===== src/hw/rtl/ipdt_pkg.sv =====
// Shared types, codes and helpers of the infrared pulse-distance transmitter
package ipdt_pkg;

    localparam int CFG_INDEX_W = 3;
    localparam int CFG_DATA_W  = 16;

    typedef enum logic [CFG_INDEX_W-1:0] {
        CFG_CARRIER_HIGH = 3'd0,
        CFG_CARRIER_LOW  = 3'd1,
        CFG_BURST_PULSES = 3'd2,
        CFG_ZERO_GAP     = 3'd3,
        CFG_ONE_GAP      = 3'd4,
        CFG_FRAME_GAP    = 3'd5
    } t_cfg_index;

    localparam logic REQ_TICK = 1'b0;
    localparam logic REQ_SEND = 1'b1;

    typedef enum logic [2:0] {
        PH_IDLE      = 3'd0,
        PH_HIGH      = 3'd1,
        PH_LOW       = 3'd2,
        PH_GAP       = 3'd3,
        PH_FRAME_GAP = 3'd4
    } t_phase;

    typedef struct packed {
        logic [7:0]  carrier_high;
        logic [7:0]  carrier_low;
        logic [7:0]  burst_pulses;
        logic [15:0] zero_gap;
        logic [15:0] one_gap;
        logic [15:0] frame_gap;
    } t_cfg;

    typedef struct packed {
        logic ir_led;
        logic busy_res;
        logic accepted;
        logic done_res;
    } t_result;

    function automatic logic [7:0] at_least_one_8(input logic [7:0] v);
        return (v == 8'd0) ? 8'd1 : v;
    endfunction

    function automatic logic [15:0] at_least_one_16(input logic [15:0] v);
        return (v == 16'd0) ? 16'd1 : v;
    endfunction

endpackage


===== src/hw/rtl/ipdt_cfg_regs.sv =====
// Timing configuration registers, stored with zero counts raised to one
module ipdt_cfg_regs
    import ipdt_pkg::*;
(
    input  logic                   i_clk,
    input  logic                   i_rst_n,
    input  logic                   i_cfg_we,
    input  logic [CFG_INDEX_W-1:0] i_cfg_index,
    input  logic [CFG_DATA_W-1:0]  i_cfg_data,
    output t_cfg                   o_cfg
);

    t_cfg r_cfg;
    t_cfg n_cfg;

    always_comb begin
        n_cfg = r_cfg;
        if (i_cfg_we) begin
            unique case (i_cfg_index)
                CFG_CARRIER_HIGH: n_cfg.carrier_high = at_least_one_8(i_cfg_data[7:0]);
                CFG_CARRIER_LOW:  n_cfg.carrier_low  = at_least_one_8(i_cfg_data[7:0]);
                CFG_BURST_PULSES: n_cfg.burst_pulses = at_least_one_8(i_cfg_data[7:0]);
                CFG_ZERO_GAP:     n_cfg.zero_gap     = at_least_one_16(i_cfg_data);
                CFG_ONE_GAP:      n_cfg.one_gap      = at_least_one_16(i_cfg_data);
                CFG_FRAME_GAP:    n_cfg.frame_gap    = at_least_one_16(i_cfg_data);
                default: ;
            endcase
        end
    end

    always_ff @(posedge i_clk) begin
        if (!i_rst_n) begin
            r_cfg.carrier_high <= 8'd13;
            r_cfg.carrier_low  <= 8'd12;
            r_cfg.burst_pulses <= 8'd12;
            r_cfg.zero_gap     <= 16'd680;
            r_cfg.one_gap      <= 16'd1680;
            r_cfg.frame_gap    <= 16'd40000;
        end else begin
            r_cfg <= n_cfg;
        end
    end

    assign o_cfg = r_cfg;

endmodule


===== src/hw/rtl/ipdt_core.sv =====
// Frame sequencer: phase, counters, latched payload and LED level
module ipdt_core
    import ipdt_pkg::*;
#(
    parameter int ADDRESS_BITS = 5,
    parameter int COMMAND_BITS = 8
) (
    input  logic       i_clk,
    input  logic       i_rst_n,
    input  logic       i_accept,
    input  logic       i_req_type,
    input  logic [4:0] i_address,
    input  logic [7:0] i_command,
    input  t_cfg       i_cfg,
    output t_result    o_result
);

    localparam int DATA_BITS = ADDRESS_BITS + COMMAND_BITS + 2;
    localparam int BIT_W     = $clog2(DATA_BITS + 1);
    localparam int IDX_W     = $clog2(DATA_BITS);

    t_phase                  r_phase, n_phase;
    logic [BIT_W-1:0]        r_bit_count, n_bit_count;
    logic [7:0]              r_pulse_count, n_pulse_count;
    logic [15:0]             r_tick_count, n_tick_count;
    logic [ADDRESS_BITS-1:0] r_saved_address, n_saved_address;
    logic [COMMAND_BITS-1:0] r_saved_command, n_saved_command;
    logic                    r_second_frame, n_second_frame;
    logic                    r_led, n_led;
    logic                    n_accepted, n_done;

    logic [15:0]          w_tick_inc;
    logic [7:0]           w_pulse_inc;
    logic [DATA_BITS-1:0] w_frame_word;
    logic [BIT_W-1:0]     w_bit_idx;
    logic                 w_frame_bit;
    logic [15:0]          w_gap_len;
    logic                 w_high_end, w_low_end, w_pulse_end, w_gap_end, w_fgap_end;
    logic                 w_more_bits;

    assign w_tick_inc   = r_tick_count + 16'd1;
    assign w_pulse_inc  = r_pulse_count + 8'd1;
    assign w_frame_word = {r_saved_address,
                           r_saved_command ^ {COMMAND_BITS{r_second_frame}},
                           ~r_second_frame, r_second_frame};
    assign w_bit_idx    = BIT_W'(DATA_BITS - 1) - r_bit_count;
    assign w_frame_bit  = w_frame_word[w_bit_idx[IDX_W-1:0]];
    assign w_gap_len    = w_frame_bit ? i_cfg.one_gap : i_cfg.zero_gap;
    assign w_high_end   = w_tick_inc >= {8'd0, i_cfg.carrier_high};
    assign w_low_end    = w_tick_inc >= {8'd0, i_cfg.carrier_low};
    assign w_pulse_end  = w_pulse_inc >= i_cfg.burst_pulses;
    assign w_gap_end    = w_tick_inc >= w_gap_len;
    assign w_fgap_end   = w_tick_inc >= i_cfg.frame_gap;
    assign w_more_bits  = r_bit_count < BIT_W'(DATA_BITS);

    always_comb begin
        n_phase = r_phase;
        if (i_accept) begin
            if (i_req_type == REQ_SEND) begin
                if (r_phase == PH_IDLE) begin
                    n_phase = PH_HIGH;
                end
            end else begin
                unique case (r_phase)
                    PH_HIGH: begin
                        if (w_high_end) n_phase = PH_LOW;
                    end
                    PH_LOW: begin
                        if (w_low_end) begin
                            if (!w_pulse_end) begin
                                n_phase = PH_HIGH;
                            end else if (w_more_bits) begin
                                n_phase = PH_GAP;
                            end else if (!r_second_frame) begin
                                n_phase = PH_FRAME_GAP;
                            end else begin
                                n_phase = PH_IDLE;
                            end
                        end
                    end
                    PH_GAP: begin
                        if (w_gap_end) n_phase = PH_HIGH;
                    end
                    PH_FRAME_GAP: begin
                        if (w_fgap_end) n_phase = PH_HIGH;
                    end
                    default: n_phase = PH_IDLE;
                endcase
            end
        end
    end

    always_comb begin
        n_bit_count     = r_bit_count;
        n_pulse_count   = r_pulse_count;
        n_tick_count    = r_tick_count;
        n_saved_address = r_saved_address;
        n_saved_command = r_saved_command;
        n_second_frame  = r_second_frame;
        n_led           = r_led;
        n_accepted      = 1'b0;
        n_done          = 1'b0;
        if (i_accept) begin
            if (i_req_type == REQ_SEND) begin
                if (r_phase == PH_IDLE) begin
                    n_saved_address = ADDRESS_BITS'(i_address);
                    n_saved_command = COMMAND_BITS'(i_command);
                    n_second_frame  = 1'b0;
                    n_bit_count     = '0;
                    n_pulse_count   = 8'd0;
                    n_tick_count    = 16'd0;
                    n_accepted      = 1'b1;
                end
            end else begin
                unique case (r_phase)
                    PH_HIGH: begin
                        n_led        = 1'b1;
                        n_tick_count = w_high_end ? 16'd0 : w_tick_inc;
                    end
                    PH_LOW: begin
                        n_led        = 1'b0;
                        n_tick_count = w_low_end ? 16'd0 : w_tick_inc;
                        if (w_low_end) begin
                            n_pulse_count = w_pulse_end ? 8'd0 : w_pulse_inc;
                            if (w_pulse_end && !w_more_bits && r_second_frame) begin
                                n_bit_count    = '0;
                                n_second_frame = 1'b0;
                                n_done         = 1'b1;
                            end
                        end
                    end
                    PH_GAP: begin
                        n_led        = 1'b0;
                        n_tick_count = w_gap_end ? 16'd0 : w_tick_inc;
                        if (w_gap_end) n_bit_count = r_bit_count + BIT_W'(1);
                    end
                    PH_FRAME_GAP: begin
                        n_led        = 1'b0;
                        n_tick_count = w_fgap_end ? 16'd0 : w_tick_inc;
                        if (w_fgap_end) begin
                            n_bit_count    = '0;
                            n_second_frame = 1'b1;
                        end
                    end
                    default: n_led = 1'b0;
                endcase
            end
        end
    end

    always_ff @(posedge i_clk) begin
        if (!i_rst_n) begin
            r_phase        <= PH_IDLE;
            r_bit_count    <= '0;
            r_pulse_count  <= 8'd0;
            r_tick_count   <= 16'd0;
            r_second_frame <= 1'b0;
            r_led          <= 1'b0;
        end else begin
            r_phase        <= n_phase;
            r_bit_count    <= n_bit_count;
            r_pulse_count  <= n_pulse_count;
            r_tick_count   <= n_tick_count;
            r_second_frame <= n_second_frame;
            r_led          <= n_led;
        end
    end

    always_ff @(posedge i_clk) begin
        r_saved_address <= n_saved_address;
        r_saved_command <= n_saved_command;
    end

    always_comb begin
        o_result.ir_led   = n_led;
        o_result.busy_res = (n_phase != PH_IDLE);
        o_result.accepted = n_accepted;
        o_result.done_res = n_done;
    end

endmodule


===== src/hw/rtl/ipdt_out_queue.sv =====
// Two-entry result queue between the sequencer and the output channel
module ipdt_out_queue
    import ipdt_pkg::*;
(
    input  logic    i_clk,
    input  logic    i_rst_n,
    input  logic    i_push,
    input  t_result i_data,
    output logic    o_full,
    output logic    o_valid,
    input  logic    i_stall,
    output t_result o_data
);

    t_result    r_entry [2];
    logic       r_rd_ptr, n_rd_ptr;
    logic       r_wr_ptr, n_wr_ptr;
    logic [1:0] r_count, n_count;
    logic       w_pop;

    assign o_valid = (r_count != 2'd0);
    assign o_full  = (r_count == 2'd2);
    assign w_pop   = o_valid && !i_stall;
    assign o_data  = r_entry[r_rd_ptr];

    always_comb begin
        n_rd_ptr = w_pop  ? ~r_rd_ptr : r_rd_ptr;
        n_wr_ptr = i_push ? ~r_wr_ptr : r_wr_ptr;
        n_count  = r_count + {1'b0, i_push} - {1'b0, w_pop};
    end

    always_ff @(posedge i_clk) begin
        if (!i_rst_n) begin
            r_rd_ptr <= 1'b0;
            r_wr_ptr <= 1'b0;
            r_count  <= 2'd0;
        end else begin
            r_rd_ptr <= n_rd_ptr;
            r_wr_ptr <= n_wr_ptr;
            r_count  <= n_count;
        end
    end

    always_ff @(posedge i_clk) begin
        if (i_push) begin
            r_entry[r_wr_ptr] <= i_data;
        end
    end

endmodule


===== src/hw/rtl/ir_pulse_distance_transmitter.sv =====
// Top level of the infrared pulse-distance transmitter
//
//  channel | direction | handshake              | payload
//  --------+-----------+------------------------+--------------------------------------
//  in      | in        | i_in_valid / o_in_stall | i_req_type, i_address, i_command
//  out     | out       | o_out_valid / i_out_stall | o_ir_led, o_busy_res, o_accepted, o_done_res
//  cfg     | in        | i_cfg_we               | i_cfg_index, i_cfg_data
//
// One item per cycle while o_in_stall is low: the sequencer updates its state in the cycle of the transfer.
// Its result is registered in a two-entry queue on its way to the output.
// o_in_stall rises only while both queue entries are occupied, which a stalled output brings about.
// Reset (synchronous, low) loads the register defaults and empties the queue.
module ir_pulse_distance_transmitter
    import ipdt_pkg::*;
#(
    parameter int ADDRESS_BITS = 5,
    parameter int COMMAND_BITS = 8
) (
    input  logic                   i_clk,
    input  logic                   i_rst_n,
    input  logic                   i_cfg_we,
    input  logic [CFG_INDEX_W-1:0] i_cfg_index,
    input  logic [CFG_DATA_W-1:0]  i_cfg_data,
    input  logic                   i_in_valid,
    output logic                   o_in_stall,
    input  logic                   i_req_type,
    input  logic [4:0]             i_address,
    input  logic [7:0]             i_command,
    output logic                   o_out_valid,
    input  logic                   i_out_stall,
    output logic                   o_ir_led,
    output logic                   o_busy_res,
    output logic                   o_accepted,
    output logic                   o_done_res
);

    t_cfg    w_cfg;
    t_result w_result;
    t_result w_out;
    logic    w_full;
    logic    w_accept;

    assign o_in_stall = w_full;
    assign w_accept   = i_in_valid && !w_full;

    ipdt_cfg_regs u_cfg_regs (
        .i_clk       (i_clk),
        .i_rst_n     (i_rst_n),
        .i_cfg_we    (i_cfg_we),
        .i_cfg_index (i_cfg_index),
        .i_cfg_data  (i_cfg_data),
        .o_cfg       (w_cfg)
    );

    ipdt_core #(
        .ADDRESS_BITS (ADDRESS_BITS),
        .COMMAND_BITS (COMMAND_BITS)
    ) u_core (
        .i_clk      (i_clk),
        .i_rst_n    (i_rst_n),
        .i_accept   (w_accept),
        .i_req_type (i_req_type),
        .i_address  (i_address),
        .i_command  (i_command),
        .i_cfg      (w_cfg),
        .o_result   (w_result)
    );

    ipdt_out_queue u_out_queue (
        .i_clk   (i_clk),
        .i_rst_n (i_rst_n),
        .i_push  (w_accept),
        .i_data  (w_result),
        .o_full  (w_full),
        .o_valid (o_out_valid),
        .i_stall (i_out_stall),
        .o_data  (w_out)
    );

    assign o_ir_led   = w_out.ir_led;
    assign o_busy_res = w_out.busy_res;
    assign o_accepted = w_out.accepted;
    assign o_done_res = w_out.done_res;

endmodule


===== config.mk =====
export PLATFORM = sky130hd
export DESIGN_NAME = ir_pulse_distance_transmitter
export DESIGN_NICKNAME = d
export VERILOG_FILES = /design/src/hw/rtl/ipdt_pkg.sv /design/src/hw/rtl/ipdt_cfg_regs.sv /design/src/hw/rtl/ipdt_core.sv /design/src/hw/rtl/ipdt_out_queue.sv /design/src/hw/rtl/ir_pulse_distance_transmitter.sv
export SDC_FILE = /design/constraint.sdc
export NUM_CORES = 1
export LEC_CHECK = 0
export BUFFER_PORTS_ARGS = -buffer_cell sky130_fd_sc_hd__buf_2
export CORE_ASPECT_RATIO = 1.2
export CORE_MARGIN = 5
export CORE_UTILIZATION = 25
export DETAILED_ROUTE_END_ITERATION = 7
export PLACE_DENSITY = 0.45
export SLEW_MARGIN = 10
export SYNTH_ARGS = -nofsm -noshare
export SYNTH_HDL_FRONTEND = slang
export SYNTH_SLANG_ARGS = --single-unit

===== constraint.sdc =====
create_clock -name i_clk -period 4.7 [get_ports i_clk]
set_input_delay 0.94 -clock i_clk [delete_from_list [all_inputs] [get_ports i_clk]]
set_output_delay 0.94 -clock i_clk [all_outputs]
set_load 0.02 [all_outputs]

Word-level counts from Yosys, hierarchy flattened:

Memory sizes are Yosys's and may differ from the RTL's. A register that Yosys moved wholly into a read port is not among the register bits.
Index checks and enable logic that the tools add are counted.
Widths: inputs -> output; s select.

* bits in registers: 122
* latch bits: 0
* bits in writable memories: 8
* memory bits (read-only): 0
* input bits: 38
* output and inout bits: 6
* logic and storage cells: 135
* memories: 1

* add/subtract/negate cells: 6
* multiply operators: 0
* divide/modulo/power cells: 0
* magnitude comparators: 7
* equal/unequal tests: 15
* shift operators: 0
* muxes and demuxes: 56
* bitwise gates (word level): 4
* reductions and logical operators: 29

Memories
* u_out_queue.r_entry: depth 2, width 4, read ports 1, clocked after memory_dff 1, write ports 1, line ipdt_out_queue.sv:15 `t_result r_entry [2];`

Operators by type and width (number)
* $mux 16: 8
* $pmux 16 s4: 1
* $mux 8: 6
* $ge 16x16->1: 2
* $ge 16x8->1: 2
* $mux 3: 10
* $mux 4: 6
* $mux 1: 21
* $add 16x1->16 const B: 1
* $logic_not 16->1: 1
* $eq 3x2->1 const B: 4
* $ne 3x2->1 const B: 4
* $pmux 3 s4: 1
* $pmux 4 s3: 1
* $reduce_and 2->1: 6
* $eq 3x3->1 const B: 3
* $add 8x1->8 const B: 1
* $ge 8x8->1: 1
* $logic_not 8->1: 1
* $xor 8x8->8: 1
* $reduce_and 7->1: 1
* $eq 3x1->1 const B: 2
* $logic_not 3->1: 2
* $reduce_and 3->1: 2
* other kinds (19): 29

Depth between registers and ports, before layout:

Gate-level depths: netlist of run 1.

* depth after elaboration: 10
* depth in mapped cells: 19
* gate-level depth less buffers: 16

Hierarchy:

A second synthesis of run 1 with hierarchy kept.

* cells, all modules: 805
* area, all modules: 7394.6 sq um

Modules (own cells, without submodules)
* ipdt_core: times used 1, cells an instance 460, area an instance 4098.9 sq um
* ipdt_cfg_regs: times used 1, cells an instance 309, area an instance 2747.6 sq um
* ipdt_out_queue: times used 1, cells an instance 35, area an instance 534.3 sq um
* ir_pulse_distance_transmitter: times used 1, cells an instance 1, area an instance 13.8 sq um

Worst setup path after synthesis of run 1:

Ideal clock, no wire load.

* path type: reg2reg
* start point: register u_core.r_bit_count[1]
* end point: register u_core.r_tick_count[0]
* setup time: 0.067 ns
* arrival: 4.297 ns
* data required time: 4.633 ns
* path slack: 0.336 ns
* stages on the path, launching flop included: 20
* path buffers: 3
* cell sequence: dfxtp_1 > ha_1 > clkbuf_1 > mux2i_1 > mux4_2 > xor2_1 > nand2_1 > o21ai_1 > buf_2 > mux2i_1 > ha_1 > a211oi_1 > o2111a_1 > o211ai_1 > a31oi_1 > a211oi_1 > a21oi_1 > buf_2 > nand3b_2 > a21oi_2

* longest elaborated chain between the ends: 8

Ends and longest elaborated chain
* from (decl): line ipdt_core.sv:23 `logic [BIT_W-1:0] r_bit_count, n_bit_count;`
* from (signal assigned): line ipdt_core.sv:161 `r_bit_count <= n_bit_count;`
* $sub 4x4->4: line ipdt_core.sv:46 `assign w_bit_idx = BIT_W'(DATA_BITS - 1) - r_bit_count;`
* $bmux 1 s4: line ipdt_core.sv:47 `assign w_frame_bit = w_frame_word[w_bit_idx[IDX_W-1:0]];`
* $mux 1 (not written as such): line ipdt_core.sv:47
* $mux 16: line ipdt_core.sv:48 `assign w_gap_len = w_frame_bit ? i_cfg.one_gap : i_cfg.zero_gap;`
* $ge 16x16->1: line ipdt_core.sv:52 `assign w_gap_end = w_tick_inc >= w_gap_len;`
* $mux 16: line ipdt_core.sv:134 `n_tick_count = w_gap_end ? 16'd0 : w_tick_inc;`
* $pmux 16 s4: line ipdt_core.sv:115 `unique case (r_phase)`
* $mux 16: line ipdt_core.sv:104 `if (i_req_type == REQ_SEND) begin`
* to (signal assigned): line ipdt_core.sv:163 `r_tick_count <= n_tick_count;`
* to (decl): line ipdt_core.sv:25 `logic [15:0] r_tick_count, n_tick_count;`

No other way between the ends. The select of a mux whose other input is x is not followed.
A chain may end at the register's enable or synchronous reset.

Final worst setup path of run 1:

* start point: register u_core.r_bit_count[1]
* end point: register u_core.r_tick_count[6]

The elaborated chain is that of the path after synthesis.

==> flow_metrics.tcl, run 1 <==
set metrics [dict create \
    yosys-top-cells-area "dfxtp_1, ha_1, edfxtp_1" \
    hp-class "reg2reg" \
    syn_area_per_cell_um2 8.55 \
    yosysSeqAreaShare_pct 39.4 \
    cts_root_buf "clkbuf_16" \
    ys_ff_latch 131 \
    synth-edff-count 21 \
    clk_pin_slew_ps 60 \
    numClockSinks 131 \
    rows 68 \
    fin_crit_ps 4330 \
    final-seq-area_um2 2830 \
    final.period_utilization_pct 92.1 \
    antenna_found_initial 0 \
    htreeDepth 4 \
    slew_viol_final 0 \
    post_cts_buffers 0 \
    slew-limit-headroom_pct 29.8 \
    cts_resized 0 \
    max-vdd-ir-drop_mv 0.155 \
    grt_usage_pct 12.9 \
    netlist_area_um2 7190 \
    die_y_um 196 \
    switchingPower_w 0.000823 \
    drive_gt1_share_pct 12.7 \
    dp_hpwl_um 14700 \
    tightest_slew_ps 1050 \
    wirelength_um 20600 \
    outcome "finished, final reports clean" \
    postLayoutSetupSlackWorst_ps 370 \
    cellPowerDensity_nw_per_um2 360 \
    grt_max_degree 68 \
    startpoint_type "flip-flop" \
    clock_path_buffers 2 \
    fin_hold_ws_ps 454 \
    firstDrtPassIters 4 \
    fmax_mhz 231 \
    holdPathStages 2 \
    p_int_w 0.00221 \
    synth_cell_types 67 \
    vias 5941 \
    grt_pass1_wl_um 32400 \
    synth_area_leader_cell "dfxtp_1" \
    rsz0062_at_grt "false" \
    synth-main-ff-cell "dfxtp_1" \
    n_antenna_cell 0 \
    syn_to_final_growth_pct 17.0 \
    route.met2.wl_um 9540 \
    maxCapViolations 0 \
    route.detailed.drc 0 \
    cp.required_ps 5050 \
    timing_hold_violations_final 0 \
    yosys.area.top_type_share_pct 30.6 \
    grt_pass1_vias 5695 \
    setup_tns_ps 0 \
    cp_max_fo 16 \
    gp_congestion 0.782 \
    overflow 0 \
    synthCells 841 \
    place_ws_ps 360 \
    numCtsBuffers 17 \
    die_area_um2 32300 \
    sw_frac_of_total_pct 27.2 \
    p_comb_share_pct 14.4 \
    hold_buffers 0 \
    pwr-share-clk_pct 44.7 \
    wl_met1_um 9960 \
    initial_core_util_pct 25.2 \
    sequentialPowerShare_pct 40.9 \
    drt_iter0_markers 284 \
    multi_input_comb_area_um2 4050 \
    io_pins 44 \
    reg2reg_depth 18 \
    yosysWarnings 0 \
    nets 976 \
    fill_cells 3124 \
    leakage_nw 3.51 \
    top_layer "met4" \
    cts_tree "built" \
    setup_viol 0 \
    fp.dieW_um 165 \
    synthArstFlopShare_pct 0 \
    io_buffers 43 \
    worstPathArrival_ps 4680 \
    worstSetupEndpointType "flip-flop" \
    crit_type "reg2reg" \
    viasPerCell 4.66 \
    core_area_um2 28600 \
    synth_nets 940 \
    wl_met3_um 862 \
    avgRoutedWirePerCell_um 16.2 \
    drtAntennaViolNets 0 \
    clock_latency_ps 420 \
    fin_skew_ps 12.3 \
]
-- through the flow --
step,area (um2),cells,power (W),utilization [%]
final,8420,1275,0.00303,29.5
after global placement,7830,1243,0.00171,27.4
after global routing,8420,1275,0.00317,29.5
after detailed placement,7830,1243,0.00171,27.4
after floorplan,7190,841,0.00156,-
after CTS,8420,1275,0.00309,29.5
-- kinds of logic after synthesis --
logic type | synth area share, %
xor+xnor | 2.80
simple gates | 21.9
flops | 39.4
compound gates | 16.3
buf+inv | 4.50
fa+ha+maj | 10.6
mux | 4.43
-- area by class of cell --
type | instances | share of cell area [%]
Multi-Input combinational cell | 628 | 48.1
Sequential cell | 131 | 33.6
Tap cell | 385 | 5.72
Clock buffer | 22 | 5.39
Timing Repair Buffer | 55 | 3.63
Inverter | 44 | 1.96
Clock inverter | 10 | 1.58
-- critical path, cell delays in order, from the launching register on --
cell and delay [ps]:
dfxtp_1 320, ha_1 480, mux2i_1 130, mux4_2 480, xor2_1 150, nand2_1 80
o21ai_2 220, buf_4 310, mux2i_1 210, ha_1 270, and3_1 190, o211ai_1 180
o211ai_1 110, a31oi_1 310, a211oi_1 130, a21oi_1 160, buf_4 250, a32oi_1 130
nor2_1 130
-- power by group through the flow --
stage / Combinational (W) / Clock [W] / Sequential, W
3_5_place_dp: 0.000446 / 0 / 0.00126
5_1_grt: 0.000485 / 0.00144 / 0.00125
4_1_cts: 0.000447 / 0.00140 / 0.00124
3_3_place_gp: 0.000444 / 0 / 0.00127
6_report: 0.000435 / 0.00136 / 0.00124
2_1_floorplan: 0.000302 / 0 / 0.00125
-- routing by layer --
layer / vias to the layer above / track usage (%)
li1: 3053 / -
met5: - / 0
met1: 2752 / 17.7
met3: 20 / 2.61
met4: 0 / 3.54
met2: 116 / 20.7
-- cell usage in the layout (no fill, tap or decap), drive strengths merged, types with 6 or more instances in the layout --
master	Yosys	final
a32oi	7	7
a31oi	8	8
a21oi	65	65
nor2b	7	7
nand4	6	6
and2	11	11
dfxtp	110	110
nor4	6	6
clkbuf	28	22
xnor2	16	16
a211oi	13	13
ha	61	61
nand2	157	157
nor2	62	62
xor2	7	7
nand2b	11	11
nor3	11	11
nand3	27	27
o211ai	18	18
inv	44	44
mux2i	24	24
or2	9	9
edfxtp	21	21
o21ai	24	24
o2111ai	7	7
and3	11	11
buf	10	55
-- cell usage after synthesis (3+ instances only) --
master	number
a31oi_1	8
a21o_1	5
or3_1	3
and3_1	11
a211oi_1	13
nor2_1	62
a32o_1	5
nand4_1	4
xor2_1	7
xnor2_1	16
nor3_1	10
o2111ai_1	7
o21a_1	3
nand2b_1	11
buf_1	4
inv_1	44
dfxtp_1	110
buf_2	5
ha_1	61
mux2_2	5
and4_1	5
nor2b_1	7
clkbuf_1	26
a21oi_1	64
mux2i_1	24
a32oi_1	7
edfxtp_1	21
and2_1	11
nor4_1	5
nand2_1	157
nand3_1	27
o21ai_0	21
o21bai_1	4
or2_2	9
o211ai_1	18
-- flip-flops by register name, indices dropped and copies added, names as in the netlist, 2 cells and up, named ones only --
name                    count
u_core.r_pulse_count        8
u_core.r_tick_count        16
u_core.r_saved_address      5
u_core.r_saved_command      8
u_cfg_regs.o_cfg           72
u_core.r_phase              3
u_out_queue.r_count         2
u_out_queue.r_entry         8
u_core.r_bit_count          4
-- final timing paths --
kind,startpoint,end,slack [ps]
max,u_core.r_bit_count[1],u_core.r_tick_count[6],370
min,u_cfg_regs.o_cfg[60],u_cfg_regs.o_cfg[60],450
max reg2reg,u_core.r_bit_count[1],u_core.r_tick_count[6],370
min reg2reg,u_cfg_regs.o_cfg[60],u_cfg_regs.o_cfg[60],450
No activity file was read; power rests on OpenSTA's default activity.
==> inputs of run 2 (changes only) <==
--- a/config.mk
+++ b/config.mk
@@ -6,10 +6,11 @@
 export NUM_CORES = 1
 export LEC_CHECK = 0
 export BUFFER_PORTS_ARGS = -buffer_cell sky130_fd_sc_hd__buf_2
-export CORE_ASPECT_RATIO = 1.2
+export CORE_ASPECT_RATIO = 0.7
 export CORE_MARGIN = 5
 export CORE_UTILIZATION = 25
 export DETAILED_ROUTE_END_ITERATION = 7
+export MAX_ROUTING_LAYER = met4
 export PLACE_DENSITY = 0.45
 export SLEW_MARGIN = 10
 export SYNTH_ARGS = -nofsm -noshare
==> run 2 against run 1 <==
Compared with the run above:
- die area increased by 0.12%
- worst setup slack improved by 11 ps
- power increased by 3.4%
- register-to-register slack about the same
- critical path depth unchanged
- clock power increased by 7%
- design area increased by 1.1%
- largest cell class unchanged
==> flow_metrics.tcl, run 2 (synthesized netlist as in run 1, its figures left out) <==
set metrics [dict create \
    outcome "finished, final reports clean" \
    firstDrtPassIters 4 \
    slew_viol_final 0 \
    rows 52 \
    largest_reg_flops 72 \
    io_buffers 43 \
    gp_congestion 0.802 \
    final.period_utilization_pct 91.9 \
    setup_viol 0 \
    cts_tree "built" \
    io_pins 44 \
    regToRegSetupSlack_ps 380 \
    leakage_nw 3.57 \
    slew-limit-headroom_pct 23.1 \
    avgRoutedWirePerCell_um 16.2 \
    worstPathArrival_ps 4680 \
    grt_max_degree 50 \
    rsz0062_at_grt "false" \
    hp-class "reg2reg" \
    cp.required_ps 5060 \
    layout_commonest_cell "nand2_1" \
    drive_gt1_share_pct 13.5 \
    startpoint_type "flip-flop" \
    vias 5961 \
    core_area_um2 28600 \
    fmax_mhz 232 \
    htreeDepth 4 \
    cts_root_buf "clkbuf_16" \
    fin_skew_ps 11.9 \
    max-vdd-ir-drop_mv 0.268 \
    nets 981 \
    antenna_found_initial 0 \
    clock_path_buffers 2 \
    worstSetupEndpointType "flip-flop" \
    numClockSinks 131 \
    setup_tns_ps 0 \
    syn_to_final_growth_pct 18.3 \
    numCtsBuffers 17 \
    die_y_um 152 \
    fin_hold_ws_ps 455 \
    dp_hpwl_um 15000 \
    initial_core_util_pct 25.1 \
    drtAntennaViolNets 0 \
    wirelength_um 20700 \
    die_area_um2 32300 \
    maxCapViolations 0 \
    route.detailed.drc 0 \
    cellPowerDensity_nw_per_um2 368 \
    clk_pin_slew_ps 60 \
    overflow 0 \
    cp_max_fo 12 \
    grt_pass1_wl_um 32700 \
    fin_crit_ps 4320 \
    clock_latency_ps 440 \
    grt_usage_pct 13.4 \
    tightest_slew_ps 1150 \
    hold_buffers 0 \
    viasPerCell 4.68 \
    crit_type "reg2reg" \
    drt_iter0_markers 430 \
    n_antenna_cell 0 \
    fp.dieW_um 213 \
    grt_pass1_vias 5716 \
    timing_hold_violations_final 0 \
    final_cell_mix "nand2_1, dfxtp_1, a21oi_1" \
]
-- run 2: layout make-up --
cell class	instances	area (um2)
Clock buffer	23	488
Fill cell	3057	20100
Inverter	44	165
Tap cell	378	473
Sequential cell	131	2830
Timing Repair Buffer	60	343
Clock inverter	9	149
Multi-Input combinational cell	628	4060
-- run 2: repair_timing --
action                                  CTS  global route
gates resized for setup                   0             2
setup buffers                             0             0
endpoints found under the setup margin    0             9
-- run 2: critical path, cell delays in order, from the launching register on --
cell and delay, ps:
dfxtp_1 310, ha_1 430, nand2b_1 200, mux4_2 460, xor2_1 150, nand2_1 100, o21ai_4 150, buf_4 300
mux2i_1 290, ha_1 290, o21ai_0 160, o2111a_1 190, o211ai_1 90, a31oi_2 280, a211oi_1 130, a21oi_1 230
buf_4 220, a32oi_1 110, nor2_1 140
-- run 2: power by group --
group          switching [W]  internal, W
sequential         0.0000338      0.00121
combinational       0.000277     0.000160
clock               0.000515     0.000941
total               0.000826      0.00231
-- run 2: worst paths after layout --
check / start / end / cells past startpoint
max: u_core.r_bit_count[0] / u_core.r_tick_count[1] / 18
min: u_cfg_regs.o_cfg[36] / u_cfg_regs.o_cfg[36] / 2
max reg2reg: u_core.r_bit_count[0] / u_core.r_tick_count[1] / 18
min reg2reg: u_cfg_regs.o_cfg[36] / u_cfg_regs.o_cfg[36] / 2
-- run 2: routing by layer --
layer / global-route usage [%] / vias to the layer above / wire (um)
met3: 2.93 / 17 / 621
met5: - / - / 0
met1: 20.7 / 2817 / 11600
li1: - / 3060 / -
met2: 17.4 / 67 / 8210
met4: 3.38 / 0 / 262
-- run 2: stage by stage --
stage | std cells | total power, W | utilization [%] | cell area (um2) | setup WS, ps
finish | 1273 | 0.00314 | 29.7 | 8510 | 381
floorplan | 841 | 0.00156 | - | 7190 | 336
global placement | 1241 | 0.00171 | 27.5 | 7860 | 528
global route | 1273 | 0.00329 | 29.7 | 8510 | 81.1
CTS | 1273 | 0.00318 | 29.7 | 8500 | 309
detailed placement | 1241 | 0.00171 | 27.5 | 7860 | 329
==> inputs of run 3 (changes only) <==
--- a/config.mk
+++ b/config.mk
@@ -15,4 +15,5 @@
 export SLEW_MARGIN = 10
 export SYNTH_ARGS = -nofsm -noshare
 export SYNTH_HDL_FRONTEND = slang
+export SYNTH_HIERARCHICAL = 1
 export SYNTH_SLANG_ARGS = --single-unit
==> run 3 against run 2 <==
Compared with the run above:
- via count decreased by 6.4%
- critical endpoint is now u_core/r_bit_count[0]
- core utilization decreased by 0.14 points
- global-route usage decreased by 1.1 points
- count of clock-buffer cells in the layout decreased by 3
- area after synthesis increased by 2.8%
- clock skew about the same
- non-clock buffer count decreased by 7
- largest cell class unchanged
- critical path depth decreased by 3
- flip-flop and latch count unchanged
- cell count decreased by 3.5%
==> flow_metrics.tcl, run 3 <==
set metrics [dict create \
    outcome "finished, final reports clean" \
    netlist_area_um2 7390 \
    synth_adder_area_share_pct 10.3 \
    cp.required_ps 5050 \
    synthXorXnorAreaFrac_pct 2.79 \
    synth.area.mux_share_pct 6.63 \
    cp_max_fo 16 \
    clock_latency_ps 420 \
    slew_viol_final 0 \
    leakage_nw 3.60 \
    hold_buffers 0 \
    slowest_delay_ps 710 \
    yosys.area.top_type_share_pct 29.8 \
    cellPowerDensity_nw_per_um2 348 \
    synth_cell_types 79 \
    drtAntennaViolNets 0 \
    tightest_slew_ps 905 \
    final_cell_mix "nand2_1, dfxtp_1, ha_1" \
    io_pins 44 \
    path_cells "ha_1 > nand2b_1 > mux4_2 > xnor2_1 > a21oi_2 > buf_12 > mux2i_1 > ha_1 > or4_1 > a21oi_1 > a21oi_1 > nor3_1 > or3b_1 > o21ba_2 > mux2i_1" \
    synth-main-ff-cell "dfxtp_1" \
    cts_root_buf "clkbuf_16" \
    numCtsBuffers 17 \
    drive_gt1_share_pct 14.8 \
    synthArstFlopShare_pct 0 \
    fp.dieW_um 216 \
    setup_tns_ps 0 \
    critPathBufInv 1 \
    grt_max_degree 51 \
    avgRoutedWirePerCell_um 15.9 \
    grt_pass1_wl_um 31000 \
    route.detailed.drc 0 \
    vias 5580 \
    final.period_utilization_pct 93.6 \
    grt_pass1_vias 5440 \
    nets 937 \
    fmax_mhz 227 \
    rows 52 \
    synthCells 805 \
    final_util_pct 29.6 \
    syn_to_final_growth_pct 16.1 \
    synth_top_family_by_area "simple AND/OR/NAND/NOR gates" \
    dp.cells 1197 \
    drt_iter0_markers 394 \
    synth_nets 904 \
    io_buffers 43 \
    synthTopCellsByCount "nand2_1, dfxtp_1, ha_1, inv_1, mux2i_1" \
    n_antenna_cell 0 \
    synth-edff-count 21 \
    maxCapViolations 0 \
    hp-class "reg2reg" \
    die_area_um2 33200 \
    core_area_um2 29000 \
    largest_reg_flops 72 \
    htreeDepth 4 \
    synth-simple-area-share_pct 21.3 \
    clock_path_buffers 2 \
    wirelength_um 19500 \
    crit_type "reg2reg" \
    synth_compound_area_share_pct 15.8 \
    grt_usage_pct 12.3 \
    setup_viol 0 \
    post_cts_buffers 0 \
    cts_tree "built" \
    clk_pin_slew_ps 60 \
    yosysSeqAreaShare_pct 38.3 \
    yosys-top-cells-area "dfxtp_1, ha_1, edfxtp_1" \
    worstSetupEndpointType "flip-flop" \
    dp_hpwl_um 14300 \
    firstDrtPassIters 5 \
    initial_core_util_pct 25.5 \
    slew-limit-headroom_pct 39.6 \
    cts_resized 0 \
    ys_ff_latch 131 \
    startpoint_type "flip-flop" \
    antenna_found_initial 0 \
    stdcell_count 1229 \
    fin_crit_ps 4400 \
    layout_commonest_cell "nand2_1" \
    die_y_um 154 \
    fin_skew_ps 11.5 \
    max-vdd-ir-drop_mv 0.185 \
    overflow 0 \
    viasPerCell 4.54 \
    synth_area_leader_cell "dfxtp_1" \
    rsz0062_at_grt "false" \
    timing_hold_violations_final 0 \
    critPathTopFamily "simple AND/OR/NAND/NOR gates" \
    syn_area_per_cell_um2 9.19 \
    worstPathArrival_ps 4750 \
    crit_slowest_cell "nor3_1" \
    gp_congestion 0.789 \
    numClockSinks 131 \
    yosysWarnings 6 \
    yosysMostFrequentCell "nand2_1" \
]
run 3: cell types whose count changed after synthesis, moves of 15 or more:
| cell | before | now |
|---|---|---|
| nor2b_1 | 7 | 23 |
| mux2i_1 | 24 | 40 |
| a21oi_1 | 64 | 18 |
| a21o_1 | 5 | 20 |
| a21boi_0 | 1 | 37 |
| o211ai_1 | 18 | 0 |
| nor2_1 | 62 | 26 |
run 3: cell families after synthesis:
logic type	count (synthesis)
buffers and inverters	82
AO/OA/AOI/OAI	155
XOR/XNOR	22
flip-flops	131
multiplexers	47
AND/OR/NAND/NOR	307
adder cells (fa/ha/maj)	61
run 3: layout make-up:
class / count / area, um2
inverters: 43 / 161
flip-flops and latches: 131 / 2830
multi-input cells: 592 / 4210
fillers: 3091 / 20400
repair buffers: 53 / 303
clock buffers: 20 / 489
well taps: 378 / 473
clock inverters: 12 / 115
run 3: where the power goes:
part | internal, W | total (W) | switching (W)
combinational | 0.000166 | 0.000399 | 0.000233
sequential | 0.00120 | 0.00123 | 0.0000324
clock | 0.000812 | 0.00136 | 0.000544
total | 0.00218 | 0.00299 | 0.000810
run 3: final timing paths:
path | startpoint | to | slack, ps | cells past startpoint
worst min-delay path | u_cfg_regs/o_cfg[28] | u_cfg_regs/o_cfg[28] | 460 | 2
worst min register to register | u_cfg_regs/o_cfg[28] | u_cfg_regs/o_cfg[28] | 460 | 2
worst max-delay path | u_core/r_bit_count[0] | u_core/r_bit_count[0] | 300 | 15
worst max register to register | u_core/r_bit_count[0] | u_core/r_bit_count[0] | 300 | 15
run 3: per-layer routing:
| layer | vias to the layer above | share of wire, % | global-route usage, % |
|---|---|---|---|
| li1 | 2899 | - | - |
| met4 | 0 | 1.4 | 3.53 |
| met3 | 20 | 2.1 | 2.32 |
| met1 | 2595 | 57 | 18.5 |
| met5 | - | 0 | - |
| met2 | 66 | 40 | 16.6 |
run 3: worst register-to-register path: cells and delay by family, from the launching register on:
kind                       cells  cell delay [ps]
and+or+nand+nor                4             1640
muxes                          3              780
buffers and inverters          1              190
DFF                            1              310
adders and majority gates      2              620
xor gates and xnor gates       1              150
AOI/OAI and AO/OA              4              640
run 3: stage by stage:
stage | cell area [um2] | hold slack, ps | setup slack [ps] | power, W
after floorplan | 7390 | 439 | 488 | 0.00153
after global placement | 7980 | 450 | 393 | 0.00166
after detailed placement | 7980 | 458 | 289 | 0.00166
after CTS | 8590 | 466 | 226 | 0.00304
after global routing | 8590 | 474 | 93.1 | 0.00313
final | 8590 | 461 | 302 | 0.00299
